`src/rtl/p2c_pkg.sv`:
```
// Shared types, constants and the lane operation table for the PK2 to Cauchy
// stress push-forward. Depends on nothing; every other file imports it.
`default_nettype none

package p2c_pkg;

    localparam int DIM      = 3;
    localparam int CELLS    = DIM * DIM;
    localparam int CELL_W   = $clog2(CELLS);
    localparam int ELEM_W   = 48;
    localparam int FRAC_W   = 24;
    localparam int DIG_W    = 24;
    // intermediate S*F^T and cofactor values, sign included
    localparam int TMP_W    = 97;
    localparam int MAG_A_W  = TMP_W - 1;
    // sums of three triple products
    localparam int ACC_W    = 146;
    localparam int N_OPS    = 21;
    localparam int STEP_W   = $clog2(N_OPS);

    // first step of each phase of the lane program
    localparam int OP_COF_A = 0;
    localparam int OP_COF_B = 1;
    localparam int OP_DET   = 2;
    localparam int OP_TMP0  = 3;
    localparam int OP_SIG0  = OP_TMP0 + CELLS;

    localparam logic [1:0] ROW_LAST = 2'd2;

    typedef logic signed [ELEM_W-1:0] t_elem;
    typedef t_elem [CELLS-1:0]         t_mat;
    typedef logic signed [ACC_W-1:0]  t_acc;
    typedef t_acc [DIM-1:0]            t_acc_row;

    localparam t_elem SAT_MAX = {1'b0, {(ELEM_W-1){1'b1}}};
    localparam t_elem SAT_MIN = {1'b1, {(ELEM_W-1){1'b0}}};

    typedef enum logic [1:0] {A_GRAD, A_COF, A_TMP} t_a_src;
    typedef enum logic {B_GRAD, B_STRESS} t_b_src;
    typedef enum logic [2:0] {DST_NONE, DST_COF, DST_DET, DST_TMP, DST_SIG} t_dst;

    typedef struct packed {
        t_a_src     a_src;
        logic [1:0] a_row;
        logic [1:0] a_col;
        t_b_src     b_src;
        logic [1:0] b_row;
        logic [1:0] b_col;
        logic       first;
        logic       sub;
        t_dst       dst;
        logic [1:0] d_idx;
    } t_op;

    function automatic logic [CELL_W-1:0] cell_idx(input logic [1:0] row,
                                                   input logic [1:0] col);
        return CELL_W'({2'b00, row} * 4'd3 + {2'b00, col});
    endfunction

    // {k / 3, k % 3} for k in 0..8
    function automatic logic [3:0] split3(input logic [3:0] k);
        logic [3:0] r;
        case (k)
            4'd0:    r = {2'd0, 2'd0};
            4'd1:    r = {2'd0, 2'd1};
            4'd2:    r = {2'd0, 2'd2};
            4'd3:    r = {2'd1, 2'd0};
            4'd4:    r = {2'd1, 2'd1};
            4'd5:    r = {2'd1, 2'd2};
            4'd6:    r = {2'd2, 2'd0};
            4'd7:    r = {2'd2, 2'd1};
            4'd8:    r = {2'd2, 2'd2};
            default: r = {2'd0, 2'd0};
        endcase
        return r;
    endfunction

    // Lane j program: cofactor C0j, F0j*C0j, T(a,j) = sum_b S(a,b)F(j,b),
    // then sigma(i,j) = sum_a F(i,a)T(a,j).
    function automatic t_op op_of(input logic [1:0] lane,
                                  input logic [STEP_W-1:0] step);
        t_op        op;
        logic [1:0] j1;
        logic [1:0] j2;
        logic [3:0] hl;
        j1 = (lane == 2'd2) ? 2'd0 : lane + 2'd1;
        j2 = (j1 == 2'd2) ? 2'd0 : j1 + 2'd1;
        op.a_src = A_GRAD;
        op.a_row = 2'd0;
        op.a_col = 2'd0;
        op.b_src = B_GRAD;
        op.b_row = 2'd0;
        op.b_col = 2'd0;
        op.first = 1'b0;
        op.sub   = 1'b0;
        op.dst   = DST_NONE;
        op.d_idx = 2'd0;
        hl       = 4'd0;
        if (step == STEP_W'(OP_COF_A)) begin
            op.a_row = 2'd1;
            op.a_col = j1;
            op.b_row = 2'd2;
            op.b_col = j2;
            op.first = 1'b1;
        end else if (step == STEP_W'(OP_COF_B)) begin
            op.a_row = 2'd1;
            op.a_col = j2;
            op.b_row = 2'd2;
            op.b_col = j1;
            op.sub   = 1'b1;
            op.dst   = DST_COF;
        end else if (step == STEP_W'(OP_DET)) begin
            op.a_src = A_COF;
            op.b_row = 2'd0;
            op.b_col = lane;
            op.first = 1'b1;
            op.dst   = DST_DET;
        end else if (step < STEP_W'(OP_SIG0)) begin
            hl       = split3(4'(step - STEP_W'(OP_TMP0)));
            op.a_row = lane;
            op.a_col = hl[1:0];
            op.b_src = B_STRESS;
            op.b_row = hl[3:2];
            op.b_col = hl[1:0];
            op.first = (hl[1:0] == 2'd0);
            op.dst   = (hl[1:0] == 2'd2) ? DST_TMP : DST_NONE;
            op.d_idx = hl[3:2];
        end else begin
            hl       = split3(4'(step - STEP_W'(OP_SIG0)));
            op.a_src = A_TMP;
            op.a_col = hl[1:0];
            op.b_row = hl[3:2];
            op.b_col = hl[1:0];
            op.first = (hl[1:0] == 2'd0);
            op.dst   = (hl[1:0] == 2'd2) ? DST_SIG : DST_NONE;
            op.d_idx = hl[3:2];
        end
        return op;
    endfunction

endpackage

`default_nettype wire

```
`src/rtl/p2c_div.sv`:
```
// Restoring divider: round(num * 2^24 / den), ties away from zero, saturated
// to the 48-bit field. One quotient bit a cycle. Depends on p2c_pkg.
`default_nettype none

module p2c_div (
    input  logic          i_clk,
    input  logic          i_rst_n,
    input  logic          i_start,
    input  p2c_pkg::t_acc i_num,
    input  p2c_pkg::t_acc i_den,
    output logic          o_busy,
    output p2c_pkg::t_elem o_quo
);
    import p2c_pkg::*;

    localparam int                CNT_W   = $clog2(ELEM_W);
    localparam logic [ELEM_W:0]   NEG_LIM = (ELEM_W+1)'(1) << (ELEM_W - 1);
    localparam logic [ELEM_W:0]   POS_LIM = NEG_LIM - (ELEM_W+1)'(1);

    typedef enum logic [1:0] {DV_IDLE, DV_CMP, DV_ITER, DV_ROUND} t_state;

    t_state              r_state;
    logic [ACC_W-1:0]    r_rem;
    logic [ELEM_W-1:0]   r_lo;
    logic [ACC_W-1:0]    r_d;
    logic                r_neg;
    logic [ELEM_W-1:0]   r_q;
    logic [CNT_W-1:0]    r_cnt;
    t_elem               r_quo;

    logic [ACC_W-1:0]    num_abs;
    logic [ACC_W-1:0]    den_abs;
    logic [ACC_W-1:0]    trial;
    logic                ge;
    logic                up;
    logic [ELEM_W:0]     mag;

    always_comb begin
        num_abs = i_num[ACC_W-1] ? ACC_W'(-i_num) : ACC_W'(i_num);
        den_abs = i_den[ACC_W-1] ? ACC_W'(-i_den) : ACC_W'(i_den);
        trial   = {r_rem[ACC_W-2:0], r_lo[ELEM_W-1]};
        ge      = (trial >= r_d);
        up      = ({r_rem, 1'b0} >= {1'b0, r_d});
        mag     = {1'b0, r_q} + (ELEM_W+1)'(up);
    end

    always_ff @(posedge i_clk) begin
        if (!i_rst_n) begin
            r_state <= DV_IDLE;
        end else begin
            unique case (r_state)
                DV_IDLE: begin
                    if (i_start) begin
                        // numerator shifted up by the fraction width
                        r_rem   <= num_abs >> (ELEM_W - FRAC_W);
                        r_lo    <= {num_abs[ELEM_W-FRAC_W-1:0], {FRAC_W{1'b0}}};
                        r_d     <= den_abs;
                        r_neg   <= i_num[ACC_W-1] ^ i_den[ACC_W-1];
                        r_state <= DV_CMP;
                    end
                end
                DV_CMP: begin
                    // quotient of 2^48 or more saturates either way
                    if (r_rem >= r_d) begin
                        r_quo   <= r_neg ? SAT_MIN : SAT_MAX;
                        r_state <= DV_IDLE;
                    end else begin
                        r_cnt   <= CNT_W'(ELEM_W - 1);
                        r_state <= DV_ITER;
                    end
                end
                DV_ITER: begin
                    r_rem <= ge ? trial - r_d : trial;
                    r_lo  <= r_lo << 1;
                    r_q   <= {r_q[ELEM_W-2:0], ge};
                    r_cnt <= r_cnt - CNT_W'(1);
                    if (r_cnt == '0) begin
                        r_state <= DV_ROUND;
                    end
                end
                DV_ROUND: begin
                    if (r_neg) begin
                        r_quo <= (mag > NEG_LIM) ? SAT_MIN : t_elem'(ELEM_W'(-mag));
                    end else begin
                        r_quo <= (mag > POS_LIM) ? SAT_MAX : t_elem'(mag[ELEM_W-1:0]);
                    end
                    r_state <= DV_IDLE;
                end
                default: r_state <= DV_IDLE;
            endcase
        end
    end

    assign o_busy = (r_state != DV_IDLE);
    assign o_quo  = r_quo;

endmodule

`default_nettype wire

```
`config.mk`:
```
export PLATFORM = sky130hd
export DESIGN_NAME = p2c_div
export DESIGN_NICKNAME = d
export VERILOG_FILES = /design/src/rtl/p2c_pkg.sv /design/src/rtl/p2c_div.sv
export SDC_FILE = /design/constraint.sdc
export NUM_CORES = 2
export LEC_CHECK = 0
export BUFFER_PORTS_ARGS = -buffer_cell sky130_fd_sc_hd__buf_2
export CORE_ASPECT_RATIO = 0.75
export CORE_MARGIN = 1
export CORE_UTILIZATION = 40
export DETAILED_ROUTE_END_ITERATION = 6
export PLACE_DENSITY = 0.64
export SLEW_MARGIN = 5
export SYNTH_ARGS = -nofsm -noshare
export SYNTH_HDL_FRONTEND = slang
export SYNTH_SLANG_ARGS = --single-unit
```
`constraint.sdc`:
```
create_clock -name i_clk -period 26.3 [get_ports i_clk]
set_input_delay 1.315 -clock i_clk [delete_from_list [all_inputs] [get_ports i_clk]]
set_output_delay 1.315 -clock i_clk [all_outputs]
set_load 0.02 [all_outputs]
```
# ---- Yosys cells after proc, flatten, opt, wreduce, memory -nomap -nowiden
# Cells that the tools add are included.
dict set report word_totals {
  regBits 445
  input_bits 295
  out_inout_bits 49
  elab_cells 59
}
dict set report classes {
  n_addsub 6
  n_lt_le_gt_ge 5
  n_eq_ne 7
  muxes 19
  bitwise_logic 1
  n_reduce_logical 12
}
# op n
set op_table {}
lappend op_table {{146-bit two-way mux} 3}
lappend op_table {{146-bit greater-or-equal comparator} 2}
lappend op_table {{146-bit negator} 2}
lappend op_table {{146-bit case mux with 2 select lines} 1}
lappend op_table {{48-bit two-way mux} 6}
lappend op_table {{48-bit case mux with 2 select lines} 2}
lappend op_table {{147-bit by 146-bit greater-or-equal comparator with 1-bit output} 1}
lappend op_table {{146-bit subtractor} 1}
lappend op_table {{145-bit two-way mux} 1}
lappend op_table {{48-bit by 1-bit adder with 49-bit output} 1}
lappend op_table {{49-bit by 47-bit greater-than comparator with 1-bit output, second input constant} 1}
lappend op_table {{49-bit by 48-bit greater-than comparator with 1-bit output, second input constant} 1}
lappend op_table {{48-bit negator} 1}
lappend op_table {{6-bit case mux with 2 select lines} 1}
lappend op_table {{3-bit AND reduction} 4}
lappend op_table {{2-bit inequality test, second input constant} 4}
lappend op_table {{2-bit case mux with 4 select lines} 1}
lappend op_table {{2-bit nonzero test} 4}
lappend op_table {{6-bit logical NOT} 1}
lappend op_table {{2-bit two-way mux} 3}
lappend op_table {{6-bit two-way mux} 1}
lappend op_table {{6-bit by 1-bit subtractor with 6-bit output, second input constant} 1}
lappend op_table {{2-bit == test, second input constant} 2}
lappend op_table {{2-bit AND reduction} 2}
lappend op_table {{other kinds (3)} 3}

# ---- Longest topological paths before layout
dict set report logic_depth {
  ltp_word 6
  depth_mapped 38
  mapped_depth_nobuf 34
}

# ---- Worst setup path after synthesis
# No wires, ideal clock.
dict set report synth_timing {
  path_type {input port to flip-flop}
  startpoint {input port i_start}
  endpoint {register r_lo[24] (enable)}
  setup_time_ns 0.944
  t_arrival_ns 13.635
  required_time_ns 25.356
  setup_slack_ns 11.721
  cell_stages 2
  n_path_buf 0
  path_cell_list {nor2_1 nor3b_1}
}
dict set report synth_between {
  elab_chain_len 2
}
# item line
set synth_rtl {}
lappend synth_rtl {{from (decl)} p2c_div.sv:8} ;# input logic i_start,
lappend synth_rtl {{2-bit inequality test (no line)} n/a}
lappend synth_rtl {{3-bit AND reduction (no line)} n/a}
lappend synth_rtl {{to (signal assigned)} p2c_div.sv:56} ;# r_lo <= {num_abs[ELEM_W-FRAC_W-1:0], {FRAC_W{1'b0}}};
lappend synth_rtl {{to (signal assigned)} p2c_div.sv:74} ;# r_lo <= r_lo << 1;
lappend synth_rtl {{to (decl)} p2c_div.sv:24} ;# logic [ELEM_W-1:0] r_lo;
# Every way passes these cells.
# A chain may end at the register's enable or synchronous reset.

# ---- Worst setup path after layout
dict set report layout_timing {
  startpoint {register r_rem[53]}
  endpoint {register r_quo[4], in the netlist o_quo[4], data pin}
}
dict set report layout_between {
  elab_chain_len 6
  elab_cells_between_ends 9
  classes_between {add/sub: 2; order compare: 3; mux: 4}
}
# item line
set layout_rtl {}
lappend layout_rtl {{from (decl)} p2c_div.sv:23} ;# logic [ACC_W-1:0] r_rem;
lappend layout_rtl {{from (signal assigned)} p2c_div.sv:55} ;# r_rem <= num_abs >> (ELEM_W - FRAC_W);
lappend layout_rtl {{from (signal assigned)} p2c_div.sv:73} ;# r_rem <= ge ? trial - r_d : trial;
lappend layout_rtl {{147-bit by 146-bit greater-or-equal comparator with 1-bit output (*)} p2c_div.sv:43} ;# up = ({r_rem, 1'b0} >= {1'b0, r_d});
lappend layout_rtl {{48-bit by 1-bit adder with 49-bit output (*)} p2c_div.sv:44} ;# mag = {1'b0, r_q} + (ELEM_W+1)'(up);
lappend layout_rtl {{48-bit negator (tied with other cells)} p2c_div.sv:83} ;# r_quo <= (mag > NEG_LIM) ? SAT_MIN : t_elem'(ELEM_W'(-mag));
lappend layout_rtl {{48-bit two-way mux, on equally long branches} {p2c_div.sv:83, p2c_div.sv:85}}
lappend layout_rtl {{48-bit two-way mux (*)} p2c_div.sv:82} ;# if (r_neg) begin
lappend layout_rtl {{48-bit case mux with 2 select lines (*)} p2c_div.sv:51} ;# unique case (r_state)
lappend layout_rtl {{to (signal assigned)} p2c_div.sv:65} ;# r_quo <= r_neg ? SAT_MIN : SAT_MAX;
lappend layout_rtl {{to (signal assigned)} p2c_div.sv:83}
lappend layout_rtl {{to (signal assigned)} p2c_div.sv:85} ;# r_quo <= (mag > POS_LIM) ? SAT_MAX : t_elem'(mag[ELEM_W-1:0]);
lappend layout_rtl {{to (decl)} p2c_div.sv:29} ;# t_elem r_quo;
# Mark *: on every way between the ends. The rest lies on a longest branch, timed or not.

==> metrics.md <==
| Metric | Value |
|---|---|
| Outcome | complete, but fails checks |
| Failing checks | DRC |
| Max Cap Viol | 0 |
| Slowest cell on the critical path | nor4_1 |
| Commonest cells post-synth | nand2_1 (453), a21oi_1 (420), edfxtp_1 (419), nor2_1 (346), o21ai_0 (313) |
| RSZ-0062 raised after global routing | no |
| Post-route minimum period | 9840 ps |
| Reg area | 12,600 um^2 |
| First-pass GRT wire length | 215,000 um |
| CTS tree | yes |
| Vias | 37,031 |
| Initial antenna violation count | 27 |
| Post-CTS Resized | 0 |
| Total Nets Final | 5,379 |
| # setup viols final | 0 |
| Post-DP HPWL | 117,000 um |
| Max Root-Sink Buffers | 3 |
| Fin crit share | 37.4% |
| Max incr delay on CP | 880 ps |
| Worst-Margin Slew | 1280 ps |
| Mean Syn Cell Area | 8.46 um^2 |
| Seq/Total Area, Yosys | 32.6% |
| Drt first pass iters | 6 |
| Synthesized area | 38,700 um^2 |
| Area Growth Syn to Fin | 11.4% |
| PD cells | 52.3 nW/um^2 |
| Root Driver | clkbuf_16 |
| FF+latch count, synth | 421 |
| Final slew viol count | 0 |
| Largest delay contributor family on the critical path | simple AND/OR/NAND/NOR gates |
| Later-pin clock latency in the skew report | 640 ps |
| Largest net degree at the start of global routing | 102 |
| Port-buffer cells | 343 |
| Synth Flop Type | edfxtp_1 |
| Overflow after GRT | 0 |
| CP Launch Type | register |
| Critical Path AT | 10,310 ps |
| Number of flops mapped to enable cells by yosys | 419 |
| Final Core Density | 45.1% |
| # rows | 98 |
| DIE WIDTH | 361 um |
| CTS Buf Count | 50 |
| Kind of critical path | reg -> reg |
| Die Y-Extent | 272 um |
| Worst Path Buf+Inv | 2 |
| Total Routed Length | 145,000 um |
| Remaining antenna violation count | 0 |
| Clock Skew | 44.3 ps |
| Core ar. | 95,600 um^2 |
| DIE AREA | 98,100 um^2 |
| Total Routing Usage GR | 28.5% |
| Initial Util | 40.5% |
| Syn Nets | 5,178 |
| Post-CTS Setup Repair Bufs | 0 |
| Fill count | 9,553 |
| Multi-input gate area | 24,500 um^2 |
| Avg WL per Cell | 23.9 um |
| CTS sink count | 421 |
| Post-route DRC | 1 |
| # hold bufs at CTS | 0 |
| Slew margin rel. | 13.3% |
| Hold Path Class | reg -> reg |
| 1st-iter DRT viols | 4,596 |
| Reg clk slew, reported paths | 60 ps |
| Max VDD drop | 57.6 uV |
| Worst EP required | 26,770 ps |
| Crit Path Max Fanout | 30 |
| LEAKAGE | 16.8 nW |
| Share of post-route cells with drive strength above 1 | 10.8% |
| Final TNS setup | 0 ps |
| Synth warnings | 0 |
| Htree depth | 2 |
| Synth top area share | 32.5% |
| Critical path capture point type | register |
| Synth async-reset ratio | 0% |
| F_max | 0.102 GHz |
| Distinct cells, synth | 87 |
| Vias in the first global route | 33,422 |
| Final hold violations | 0 |
| # IOs | 344 |
| DR vias/cell | 6.09 |
| RePlAce Congestion | 1.02 |
| Synth top area cells | edfxtp_1 (32%), ha_1 (9.7%), xnor2_1 (6.2%) |
| Cells after synthesis | 4,582 |
| Count leader, synth | nand2_1 |
| Cell taking the most area after synthesis | edfxtp_1 |
[cell families after synthesis]
logic type                 after synthesis  synth area share, %
DFF                                    421                 32.6
AOI/OAI and AO/OA                     1394                 22.6
xor gates and xnor gates               486                 11.0
muxes                                    7                0.187
adders and majority gates              301                 9.74
buffers and inverters                  454                 4.43
and+or+nand+nor                       1519                 19.5
[path summary, 6_finish.rpt]
kind / start / endpoint / slack (ps) / cells past startpoint
worst max register to register: r_rem[53]$_DFFE_PP_ / o_quo[4]$_DFFE_PP_ / 16460 / 32
worst max-delay path: r_rem[53]$_DFFE_PP_ / o_quo[4]$_DFFE_PP_ / 16460 / 32
worst min-delay path: r_q[0]$_DFFE_PP_ / r_q[1]$_DFFE_PP_ / 470 / 0
worst min register to register: r_q[0]$_DFFE_PP_ / r_q[1]$_DFFE_PP_ / 470 / 0
[worst reg2reg max path: cells and delay by family, from the launching register on]
| family | cells | cell delay [ps] |
|---|---|---|
| DFF | 1 | 420 |
| AOI/OAI and AO/OA | 13 | 3220 |
| and+or+nand+nor | 13 | 3940 |
| buffers and inverters | 2 | 510 |
| muxes | 1 | 420 |
| adders and majority gates | 3 | 1150 |
[per-stage QoR]
stage | power [mW] | cells | setup WS (ps) | instance area, um^2 | hold WS (ps)
floorplan | 1.28 | 4582 | 11720 | 38700 | 421
global placement | 1.50 | 5981 | 17250 | 41400 | 460
detailed placement | 1.50 | 5981 | 16940 | 41400 | 448
CTS | 2.25 | 6075 | 16890 | 43200 | 475
global route | 2.35 | 6078 | 15920 | 43200 | 488
finish | 2.26 | 6083 | 16460 | 43200 | 470
[layout make-up]
cell class | count | share of cell area [%]
sequential | 421 | 29.2
clock buffer | 61 | 3.09
timing repair buffer | 370 | 4.46
clock inverter | 33 | 0.861
inverter | 233 | 2.03
multi-input combinational | 3707 | 56.7
tap | 1250 | 3.62
antenna | 8 | 0.0464
[power breakdown]
part | leakage, nW | internal, mW | switching (mW) | total (mW)
Sequential | 3.88 | 0.799 | 0.0307 | 0.829
Clock | 0.812 | 0.424 | 0.322 | 0.745
Combinational | 12.1 | 0.238 | 0.444 | 0.682
Total | 16.8 | 1.46 | 0.796 | 2.26
[sequential cells by signal, indices dropped and copies added, names as in the netlist, named ones only]
name,count
r_neg,1
r_cnt,6
r_d,146
r_state,1
r_q,48
o_quo,48
r_rem,146
r_lo,24
[metal layers]
metal	share of wire, %	vias to the layer above	GRT usage [%]
li1	-	17394	-
met1	48	17717	44.5
met2	37	1743	37.0
met3	13	147	10.0
met4	1.5	30	4.83
met5	0.14	-	0
[cell usage in the layout (no fill, tap or decap), drive strengths merged, types with 17 or more instances in the layout]
cell    Yosys  routed
nand2     454     454
o21bai     47      47
and2       22      22
or2        29      29
nor2b      46      46
o21a       27      27
nand4     147     147
a21oi     420     420
a21o      151     151
xnor2     273     273
o31ai      95      95
nand3     105     105
a31oi      28      28
and3       27      27
xor2      213     213
ha        300     300
edfxtp    419     419
o21ai     321     321
or3        56      56
nor3       97      97
nor4       46      46
a21boi     17      17
a22oi      39      39
inv       233     237
nor2      347     347
a211oi    128     128
o41ai      47      47
nand2b     48      48
buf        22     370
clkbuf    199      61
or4        53      53
(Power assumes the default switching activity.)
