===== config.mk =====
export PLATFORM = sky130hd
export DESIGN_NAME = p2c_lane
export DESIGN_NICKNAME = d
export VERILOG_FILES = /design/src/rtl/p2c_pkg.sv /design/src/rtl/p2c_lane.sv
export SDC_FILE = /design/constraint.sdc
export NUM_CORES = 2
export LEC_CHECK = 0
export ABC_AREA = 1
export BUFFER_PORTS_ARGS = -buffer_cell sky130_fd_sc_hd__buf_2
export CAP_MARGIN = 20
export CORE_ASPECT_RATIO = 0.75
export CORE_MARGIN = 2
export CORE_UTILIZATION = 35
export CTS_CLUSTER_DIAMETER = 80
export DETAILED_ROUTE_END_ITERATION = 6
export PLACE_DENSITY = 0.55
export SLEW_MARGIN = 30
export SYNTH_ARGS = -nofsm -noshare
export SYNTH_HDL_FRONTEND = slang
export SYNTH_SLANG_ARGS = --single-unit

===== constraint.sdc =====
create_clock -name i_clk -period 17.4 [get_ports i_clk]
set_clock_uncertainty 0.2 [all_clocks]
set_input_delay 0.87 -clock i_clk [delete_from_list [all_inputs] [get_ports i_clk]]
set_output_delay 0.87 -clock i_clk [all_outputs]
set_load 0.005 [all_outputs]

===== src/rtl/p2c_pkg.sv =====
// Shared types, constants and the lane operation table for the PK2 to Cauchy
// stress push-forward. Depends on nothing; every other file imports it.
`default_nettype none

package p2c_pkg;

    localparam int DIM      = 3;
    localparam int CELLS    = DIM * DIM;
    localparam int CELL_W   = $clog2(CELLS);
    localparam int ELEM_W   = 48;
    localparam int FRAC_W   = 24;
    localparam int DIG_W    = 24;
    // intermediate S*F^T and cofactor values, sign included
    localparam int TMP_W    = 97;
    localparam int MAG_A_W  = TMP_W - 1;
    // sums of three triple products
    localparam int ACC_W    = 146;
    localparam int N_OPS    = 21;
    localparam int STEP_W   = $clog2(N_OPS);

    // first step of each phase of the lane program
    localparam int OP_COF_A = 0;
    localparam int OP_COF_B = 1;
    localparam int OP_DET   = 2;
    localparam int OP_TMP0  = 3;
    localparam int OP_SIG0  = OP_TMP0 + CELLS;

    localparam logic [1:0] ROW_LAST = 2'd2;

    typedef logic signed [ELEM_W-1:0] t_elem;
    typedef t_elem [CELLS-1:0]         t_mat;
    typedef logic signed [ACC_W-1:0]  t_acc;
    typedef t_acc [DIM-1:0]            t_acc_row;

    localparam t_elem SAT_MAX = {1'b0, {(ELEM_W-1){1'b1}}};
    localparam t_elem SAT_MIN = {1'b1, {(ELEM_W-1){1'b0}}};

    typedef enum logic [1:0] {A_GRAD, A_COF, A_TMP} t_a_src;
    typedef enum logic {B_GRAD, B_STRESS} t_b_src;
    typedef enum logic [2:0] {DST_NONE, DST_COF, DST_DET, DST_TMP, DST_SIG} t_dst;

    typedef struct packed {
        t_a_src     a_src;
        logic [1:0] a_row;
        logic [1:0] a_col;
        t_b_src     b_src;
        logic [1:0] b_row;
        logic [1:0] b_col;
        logic       first;
        logic       sub;
        t_dst       dst;
        logic [1:0] d_idx;
    } t_op;

    function automatic logic [CELL_W-1:0] cell_idx(input logic [1:0] row,
                                                   input logic [1:0] col);
        return CELL_W'({2'b00, row} * 4'd3 + {2'b00, col});
    endfunction

    // {k / 3, k % 3} for k in 0..8
    function automatic logic [3:0] split3(input logic [3:0] k);
        logic [3:0] r;
        case (k)
            4'd0:    r = {2'd0, 2'd0};
            4'd1:    r = {2'd0, 2'd1};
            4'd2:    r = {2'd0, 2'd2};
            4'd3:    r = {2'd1, 2'd0};
            4'd4:    r = {2'd1, 2'd1};
            4'd5:    r = {2'd1, 2'd2};
            4'd6:    r = {2'd2, 2'd0};
            4'd7:    r = {2'd2, 2'd1};
            4'd8:    r = {2'd2, 2'd2};
            default: r = {2'd0, 2'd0};
        endcase
        return r;
    endfunction

    // Lane j program: cofactor C0j, F0j*C0j, T(a,j) = sum_b S(a,b)F(j,b),
    // then sigma(i,j) = sum_a F(i,a)T(a,j).
    function automatic t_op op_of(input logic [1:0] lane,
                                  input logic [STEP_W-1:0] step);
        t_op        op;
        logic [1:0] j1;
        logic [1:0] j2;
        logic [3:0] hl;
        j1 = (lane == 2'd2) ? 2'd0 : lane + 2'd1;
        j2 = (j1 == 2'd2) ? 2'd0 : j1 + 2'd1;
        op.a_src = A_GRAD;
        op.a_row = 2'd0;
        op.a_col = 2'd0;
        op.b_src = B_GRAD;
        op.b_row = 2'd0;
        op.b_col = 2'd0;
        op.first = 1'b0;
        op.sub   = 1'b0;
        op.dst   = DST_NONE;
        op.d_idx = 2'd0;
        hl       = 4'd0;
        if (step == STEP_W'(OP_COF_A)) begin
            op.a_row = 2'd1;
            op.a_col = j1;
            op.b_row = 2'd2;
            op.b_col = j2;
            op.first = 1'b1;
        end else if (step == STEP_W'(OP_COF_B)) begin
            op.a_row = 2'd1;
            op.a_col = j2;
            op.b_row = 2'd2;
            op.b_col = j1;
            op.sub   = 1'b1;
            op.dst   = DST_COF;
        end else if (step == STEP_W'(OP_DET)) begin
            op.a_src = A_COF;
            op.b_row = 2'd0;
            op.b_col = lane;
            op.first = 1'b1;
            op.dst   = DST_DET;
        end else if (step < STEP_W'(OP_SIG0)) begin
            hl       = split3(4'(step - STEP_W'(OP_TMP0)));
            op.a_row = lane;
            op.a_col = hl[1:0];
            op.b_src = B_STRESS;
            op.b_row = hl[3:2];
            op.b_col = hl[1:0];
            op.first = (hl[1:0] == 2'd0);
            op.dst   = (hl[1:0] == 2'd2) ? DST_TMP : DST_NONE;
            op.d_idx = hl[3:2];
        end else begin
            hl       = split3(4'(step - STEP_W'(OP_SIG0)));
            op.a_src = A_TMP;
            op.a_col = hl[1:0];
            op.b_row = hl[3:2];
            op.b_col = hl[1:0];
            op.first = (hl[1:0] == 2'd0);
            op.dst   = (hl[1:0] == 2'd2) ? DST_SIG : DST_NONE;
            op.d_idx = hl[3:2];
        end
        return op;
    endfunction

endpackage

`default_nettype wire


===== src/rtl/p2c_lane.sv =====
// One column lane: runs the fixed multiply-accumulate program on its own
// 24x24 digit multiplier. Depends on p2c_pkg.
`default_nettype none

module p2c_lane #(
    parameter logic [1:0] LANE = 2'd0
) (
    input  logic              i_clk,
    input  logic              i_rst_n,
    input  logic              i_start,
    input  p2c_pkg::t_mat     i_grad,
    input  p2c_pkg::t_mat     i_stress,
    output logic              o_busy,
    output p2c_pkg::t_acc     o_det_part,
    output p2c_pkg::t_acc_row o_sig
);
    import p2c_pkg::*;

    localparam int N_DIG     = (MAG_A_W / DIG_W) * (ELEM_W / DIG_W);
    localparam int PP_FIRST  = 1;
    localparam int PP_LAST   = N_DIG;
    localparam int ACC_FIRST = 2;
    localparam int ACC_LAST  = N_DIG + 1;
    localparam int CNT_LAST  = N_DIG + 2;
    localparam int CNT_W     = $clog2(CNT_LAST + 1);

    logic                     r_busy;
    logic [STEP_W-1:0]        r_step;
    logic [CNT_W-1:0]         r_cnt;
    logic [MAG_A_W-1:0]       r_mag_a;
    logic [ELEM_W-1:0]        r_mag_b;
    logic                     r_neg;
    logic [ELEM_W-1:0]        r_pp;
    logic [2:0]               r_pp_sh;
    t_acc                     r_acc;
    logic signed [TMP_W-1:0]  r_cof;
    logic signed [TMP_W-1:0]  r_tmp [DIM];
    t_acc                     r_det;
    t_acc_row                 r_sig;

    t_op                      op;
    t_elem                    a_elem;
    t_elem                    b_elem;
    logic signed [TMP_W-1:0]  a_val;
    logic signed [TMP_W-1:0]  a_abs;
    logic signed [ELEM_W:0]   b_wide;
    logic signed [ELEM_W:0]   b_abs;
    logic [2:0]               dig;
    logic [ACC_W-1:0]         pp_sh;

    always_comb begin
        op     = op_of(LANE, r_step);
        a_elem = i_grad[cell_idx(op.a_row, op.a_col)];
        case (op.a_src)
            A_GRAD:  a_val = TMP_W'(a_elem);
            A_COF:   a_val = r_cof;
            A_TMP:   a_val = r_tmp[op.a_col];
            default: a_val = r_cof;
        endcase
        b_elem = (op.b_src == B_STRESS) ? i_stress[cell_idx(op.b_row, op.b_col)]
                                        : i_grad[cell_idx(op.b_row, op.b_col)];
        a_abs  = a_val[TMP_W-1] ? -a_val : a_val;
        b_wide = (ELEM_W+1)'(b_elem);
        b_abs  = b_wide[ELEM_W] ? -b_wide : b_wide;
        dig    = 3'(r_cnt - CNT_W'(PP_FIRST));
        pp_sh  = ACC_W'(r_pp) << (DIG_W * r_pp_sh);
    end

    always_ff @(posedge i_clk) begin
        if (!i_rst_n) begin
            r_busy <= 1'b0;
            r_step <= '0;
            r_cnt  <= '0;
        end else if (!r_busy) begin
            if (i_start) begin
                r_busy <= 1'b1;
                r_step <= '0;
                r_cnt  <= '0;
            end
        end else begin
            if (r_cnt == CNT_W'(CNT_LAST)) begin
                r_cnt  <= '0;
                r_step <= r_step + STEP_W'(1);
                if (r_step == STEP_W'(N_OPS - 1)) begin
                    r_busy <= 1'b0;
                end
            end else begin
                r_cnt <= r_cnt + CNT_W'(1);
            end
        end
    end

    // operand latch, digit products, signed accumulate, then write-back
    always_ff @(posedge i_clk) begin
        if (r_busy) begin
            if (r_cnt == '0) begin
                r_mag_a <= a_abs[MAG_A_W-1:0];
                r_mag_b <= b_abs[ELEM_W-1:0];
                r_neg   <= a_val[TMP_W-1] ^ b_wide[ELEM_W] ^ op.sub;
                if (op.first) begin
                    r_acc <= '0;
                end
            end
            if (r_cnt >= CNT_W'(PP_FIRST) && r_cnt <= CNT_W'(PP_LAST)) begin
                r_pp    <= ELEM_W'(r_mag_a[dig[2:1]*DIG_W +: DIG_W])
                         * ELEM_W'(r_mag_b[dig[0]*DIG_W +: DIG_W]);
                r_pp_sh <= {1'b0, dig[2:1]} + {2'b00, dig[0]};
            end
            if (r_cnt >= CNT_W'(ACC_FIRST) && r_cnt <= CNT_W'(ACC_LAST)) begin
                r_acc <= r_neg ? r_acc - t_acc'(pp_sh) : r_acc + t_acc'(pp_sh);
            end
            if (r_cnt == CNT_W'(CNT_LAST)) begin
                case (op.dst)
                    DST_COF: r_cof             <= TMP_W'(r_acc);
                    DST_DET: r_det             <= r_acc;
                    DST_TMP: r_tmp[op.d_idx]   <= TMP_W'(r_acc);
                    DST_SIG: r_sig[op.d_idx]   <= r_acc;
                    default: ;
                endcase
            end
        end
    end

    assign o_busy     = r_busy;
    assign o_det_part = r_det;
    assign o_sig      = r_sig;

endmodule

`default_nettype wire


## After elaboration in Yosys (flattened, before gate mapping)

Memory sizes are Yosys's and may differ from the RTL's.
Index checks and enable logic that the tools add are counted.

- Bits in registers: 1,033
- Bits in writable memories: 291
- Bits in read-only memories: 128
- Bits of input ports: 867
- Word-level logic and storage cells: 144
- Memories: 3

- $add $sub $neg: 12
- Multiply operators: 6
- Order comparisons: 9
- Eq/ne operators: 12
- Shifts and indexed selects: 3
- Mux-type cells: 64
- Bitwise gates (word level): 2
- Reductions and logical operators: 18

Memory list:

| name | depth | bits a word | read ports | clocked after Yosys merged registers in | write ports | line | RTL |
|---|---|---|---|---|---|---|---|
| r_tmp | 3 | 97 | 1 | 0 | 1 | p2c_lane.sv:37 | `logic signed [TMP_W-1:0] r_tmp [DIM];` |
| (no name shown) | 16 | 4 | 1 | 0 | 0 | p2c_pkg.sv:63 | `case (k)` |
| (no name shown) | 16 | 4 | 1 | 0 | 0 | p2c_pkg.sv:63 |  |

Operator list:

| cell | number |
|---|---|
| $mux W146 | 5 |
| $bmux W48 S4 | 3 |
| $bwmux W438 | 1 |
| $demux W146 S2 | 1 |
| $pmux W97 S2 | 1 |
| $mux W48 | 4 |
| $add A146 B146 Y146 | 1 |
| $shl A48 B8 Y146 | 1 |
| $sub A146 B146 Y146 | 1 |
| $mux W96 | 1 |
| $neg A96 Y96 | 1 |
| $shiftx A96 B8 Y24 | 1 |
| $mul A24 B24 Y48 | 1 |
| $mux W4 | 12 |
| $neg A48 Y48 | 1 |
| $shiftx A48 B7 Y24 | 1 |
| $mux W47 | 1 |
| $mux W5 | 7 |
| $mux W3 | 6 |
| $mux W2 | 8 |
| $mux W1 | 13 |
| $mul A2 B2 Y4 const B | 3 |
| $reduce_and A3 Y1 | 4 |
| $lt A4 B5 Y1 const B | 2 |
| 32 further kinds | 46 |

## Longest topological paths before layout

An unclocked memory read counts as a cell.

- Depth after elaboration: 18
- Mapped depth: 44
- Depth with buffers taken out: 41

## Worst setup path before layout

Ideal clock, no wire load.

- Path type: flip-flop to flip-flop
- Start point: register r_cnt[0]
- End point: register r_acc[0] (enable)
- Setup time: 0.853 ns
- Data arrival time: 12.590 ns
- Required time: 16.347 ns
- Slack: 3.756 ns
- Cell stages (with the launch flop): 10
- Path buffers: 3
- Period minus slack after synthesis: 13.644 ns
- Cell sequence: dfxtp_1 > clkbuf_1 > clkbuf_1 > clkbuf_1 > inv_1 > ha_1 > nand2_1 > nor2_1 > nand2_1 > o21ai_0

- Cells in the longest elaborated chain, start to end: 4
- Elaborated cells between the ends (all ways): 7
- Classes of those cells: order compare (2); reduce/logical (5)

Ends and longest elaborated chain:

| item | line | RTL |
|---|---|---|
| start, declared | p2c_lane.sv:29 | `logic [CNT_W-1:0] r_cnt;` |
| start signal, assigned | p2c_lane.sv:88 | `r_cnt <= r_cnt + CNT_W'(1);` |
| $ge A4 B2 Y1 / $le A4 B4 Y1 (equally long branches) | p2c_lane.sv:109 | `if (r_cnt >= CNT_W'(ACC_FIRST) && r_cnt <= CNT_W'(ACC_LAST)) begin` |
| $logic_and A1 B1 Y1 | p2c_lane.sv:109 |  |
| $reduce_bool A2 Y1 (no source line) | -- |  |
| $reduce_and A3 Y1 (no source line) (*) | -- |  |
| end signal, assigned | p2c_lane.sv:110 | `r_acc <= r_neg ? r_acc - t_acc'(pp_sh) : r_acc + t_acc'(pp_sh);` |
| end, declared | p2c_lane.sv:35 | `t_acc r_acc;` |

Mark *: on every way between the ends. The rest lies on a longest branch, timed or not.
A chain may end at the register's enable or synchronous reset.

## Final worst setup path

- Start point: register r_cnt[1]
- End point: register r_pp[45], data pin

- Cells in the longest elaborated chain, start to end: 4

Ends and longest elaborated chain:

| item | line | RTL |
|---|---|---|
| $sub A3 B1 Y3 | p2c_lane.sv:65 | `dig = 3'(r_cnt - CNT_W'(PP_FIRST));` |
| $mul A2 B2 Y4 | p2c_lane.sv:105 | `r_pp <= ELEM_W'(r_mag_a[dig[2:1]*DIG_W +: DIG_W])` |
| $shiftx A96 B8 Y24 | p2c_lane.sv:105 |  |
| $mul A24 B24 Y48 | p2c_lane.sv:106 | `* ELEM_W'(r_mag_b[dig[0]*DIG_W +: DIG_W]);` |
| end signal, assigned | p2c_lane.sv:105 |  |
| end, declared | p2c_lane.sv:33 | `logic [ELEM_W-1:0] r_pp;` |

Every way passes these cells.

==> results.md <==
* Status: complete, but fails checks
* Failing checks: design-rule violations
* Top_reg_cell synth: edfxtp_1
* H-tree depth at 4
* Die H at roughly 470 µm
* Routed length per instance at 30.75 µm
* Worst setup SP type: register
* Netlist cell types at 60
* 1st-iter DRT viols at 14660
* Total grt overflow at 0
* Clock transition at the registers of the reported paths at 0.06 ns
* Synth Area per Inst at 7.906 µm²
* IO Count at ~1500
* Top-area cell type share of the netlist area at 0.3883
* Slew margin rel. at 0.1701
* Initial antenna violation count at about 170
* Sequential share of the synthesized area at 0.3903
* Filler cell count at around 30000
* Final Setup Violations at 0
* Fin. max-slew vios at 0
* Synth async-reset ratio at 0
* Fin. Hold Viols at 0
* Final Wtd Congestion at about 1.1
* Vias at 101700
* Synth Instances at 12850
* Data required time of the critical path at around 18 ns
* Root buffer cell: clkbuf_16
* Max Used Layer: met5
* Dominant cell type by area after synthesis: edfxtp_1
* Hold slack final at about 0.12 ns
* Count of state elements after synthesis at between 1000 and 1500
* RSZ-0062 raised after global routing: false
* Reg-to-reg slack, setup at slightly above 7 ns
* Final #Nets at between 15000 and 20000
* Number of synthesized flops with an enable pin at roughly 1300
* CP Data Arrival Time at 10.59 ns
* CORE AREA at just under 0.3 mm²
* Clock sink total at ~1300
* CTS tree: done
* Slew @ Worst Pin at 1.240 ns
* Max frequency at between 0.09 and 0.1 GHz
* CTS Buf Count at 156
* Hold buffer count at CTS at 0
* Setup TNS at 0 ns
* Routed met1 length at approximately 240000 µm
* Vias/cell at ~5.6
* Fraction of layout cells with a size suffix above 1 at 0.1416
* Routed length on met3 at 72130 µm
* Worst Path Max Fanout at 25
* Crit path time final at between 10 and 15 ns
* DIE AREA at ~0.29 mm²
* Hold/Removal Path Class: input port to register
* Number of global-route vias before repair at 93000
* Crit end category: register
* Initial Util at 0.3515
* Largest net degree at the start of global routing at 160
* DRC viols at 1
* Die width at approximately 630 µm
* Fin crit share at 0.5910
* First-pass DRT Iterations at 7
* Post-Route Utilization at 0.4109
* DR WL met2 at approximately 220000 µm
* First-pass GRT wire length at about 760000 µm
* RR Startpoint: r_cnt[1]$_SDFFE_PN0P_
* Antenna-violating nets left at 0
* Top cells by area, synth: edfxtp_1, fa_1, nand2_1
* Placed Cells at around 18000
* Synth warn at 0
* CTS max path bufs at 4
* Max stage delay on crit path at ~0.83 ns
* CTS resizes at 0
* Port bufs at approximately 1500
* Hold path start: i_start
* P&R area growth vs syn at 16.90%
* Post-Syn Nets at approximately 15000
* Cell Area, Synth at a little over 0.1 mm²
* Tot GR Track Use at 0.3695
* Detailed placement HPWL at approximately 450000 µm
* WS Path Type: register to register
* Crit path from: r_cnt[1]$_SDFFE_PN0P_
* Post CTS Setup Buffer Count at 0
* CP max stage cell: clkinv_1
* Total Routed Length at roughly 560000 µm
* Rows at ~170
* Max Cap Viol at 0
* Final std cells w/o fill at about 18000
* Clk_lat worst skew at about 0.9 ns
==> through the flow <==
| step | cell area, µm² | worst slack [ns] |
|---|---|---|
| after floorplan | 101600 | 3.756 |
| final | 118800 | 7.117 |
| after global placement | 113100 | 7.277 |
| after CTS | 118200 | 7.128 |
| after detailed placement | 113200 | 7.239 |
| after global routing | 118500 | 6.317 |
==> routing by layer <==
layer	GRT usage	up-vias
li1	-	44820
met1	0.5310	49800
met2	0.5028	6216
met3	0.1206	808
met4	0.1550	34
met5	0	-
==> Yosys cell counts, drive strengths merged, types with 8 or more instances <==
library cell / count
a21boi: 8
a21o: 9
a21oi: 810
a22oi: 36
a31oi: 145
a32oi: 10
and2: 8
buf: 169
clkbuf: 368
clkinv: 15
dfxtp: 10
edfxtp: 1314
fa: 486
ha: 344
inv: 1958
mux2i: 10
nand2: 2529
nand3: 781
nand3b: 42
nand4: 63
nor2: 1882
nor3: 57
nor4: 34
o2111ai: 9
o211ai: 97
o21a: 76
o21ai: 1063
o21bai: 16
o221ai: 28
o22ai: 87
o311ai: 10
o31ai: 16
or2: 43
xnor2: 106
xor2: 193
==> path summary, 6_finish.rpt <==
path                            end  depth (start not counted)
max reg2reg      r_pp[45]$_DFFE_PP_                         33
max              r_pp[45]$_DFFE_PP_                         33
min reg2reg   r_cnt[3]$_SDFFE_PN0P_                          2
min          r_step[3]$_SDFFE_PN0P_                          2
==> critical path, delay by kind of cell (launching register included) <==
family,cells,cell delay [ns]
buffers and inverters,9,1.67
AND/OR/NAND/NOR,7,1.26
AO/OA/AOI/OAI,6,1.37
adder cells (fa/ha/maj),10,4.85
XOR/XNOR,1,0.14
flip-flops,1,0.47
==> sequential cells by signal, summed over array words and instances (netlist names), 5 cells and up <==
name / count
r_step: 5
r_cof: 97
r_tmp: 291
r_mag_b: 48
r_acc: 146
o_det_part: 146
r_pp: 48
r_mag_a: 96
o_sig: 438
==> final cells by class <==
| class | count | area [µm²] | area share |
|---|---|---|---|
| Multi-Input combinational cell | 9018 | 52680 | 0.4435 |
| Timing Repair Buffer | 1631 | 8706 | 0.07330 |
| Inverter | 1973 | 7435 | 0.06259 |
| Antenna cell | 180 | 450.4 | 0.003792 |
| Tap cell | 3892 | 4870 | 0.04100 |
| Clock inverter | 87 | 983.4 | 0.008280 |
| Sequential cell | 1324 | 39660 | 0.3339 |
| Clock buffer | 180 | 3994 | 0.03362 |
==> kinds of logic (layout without fill, tap and decap cells) <==
| logic type | after synthesis | count (layout) | synth area share |
|---|---|---|---|
| AND/OR/NAND/NOR | 5443 | 5443 | 0.2178 |
| buffers and inverters | 2510 | 3871 | 0.09477 |
| AO/OA/AOI/OAI | 2436 | 2436 | 0.1322 |
| flip-flops | 1324 | 1324 | 0.3903 |
| adder cells (fa/ha/maj) | 830 | 830 | 0.1381 |
| XOR/XNOR | 299 | 299 | 0.02577 |
| multiplexers | 10 | 10 | 0.0009852 |
| other | 0 | 180 | 0 |
==> placed cells by master (no fill, tap or decap), types with 57 or more instances in the layout <==
master	instances
nand2_1	2525
inv_1	1933
nor2_1	1851
buf_2	1452
edfxtp_1	1314
o21ai_0	1011
a21oi_1	808
nand3_1	772
fa_1	485
ha_1	340
xor2_1	193
diode_2	180
buf_4	168
clkbuf_16	156
a31oi_1	139
xnor2_1	104
o211ai_1	96
o22ai_1	85
o21a_1	76
nand4_1	63
nor3_1	57
Power is not shown: default switching activity piles up to over one toggle a cycle in this logic, so the estimate is an artifact.
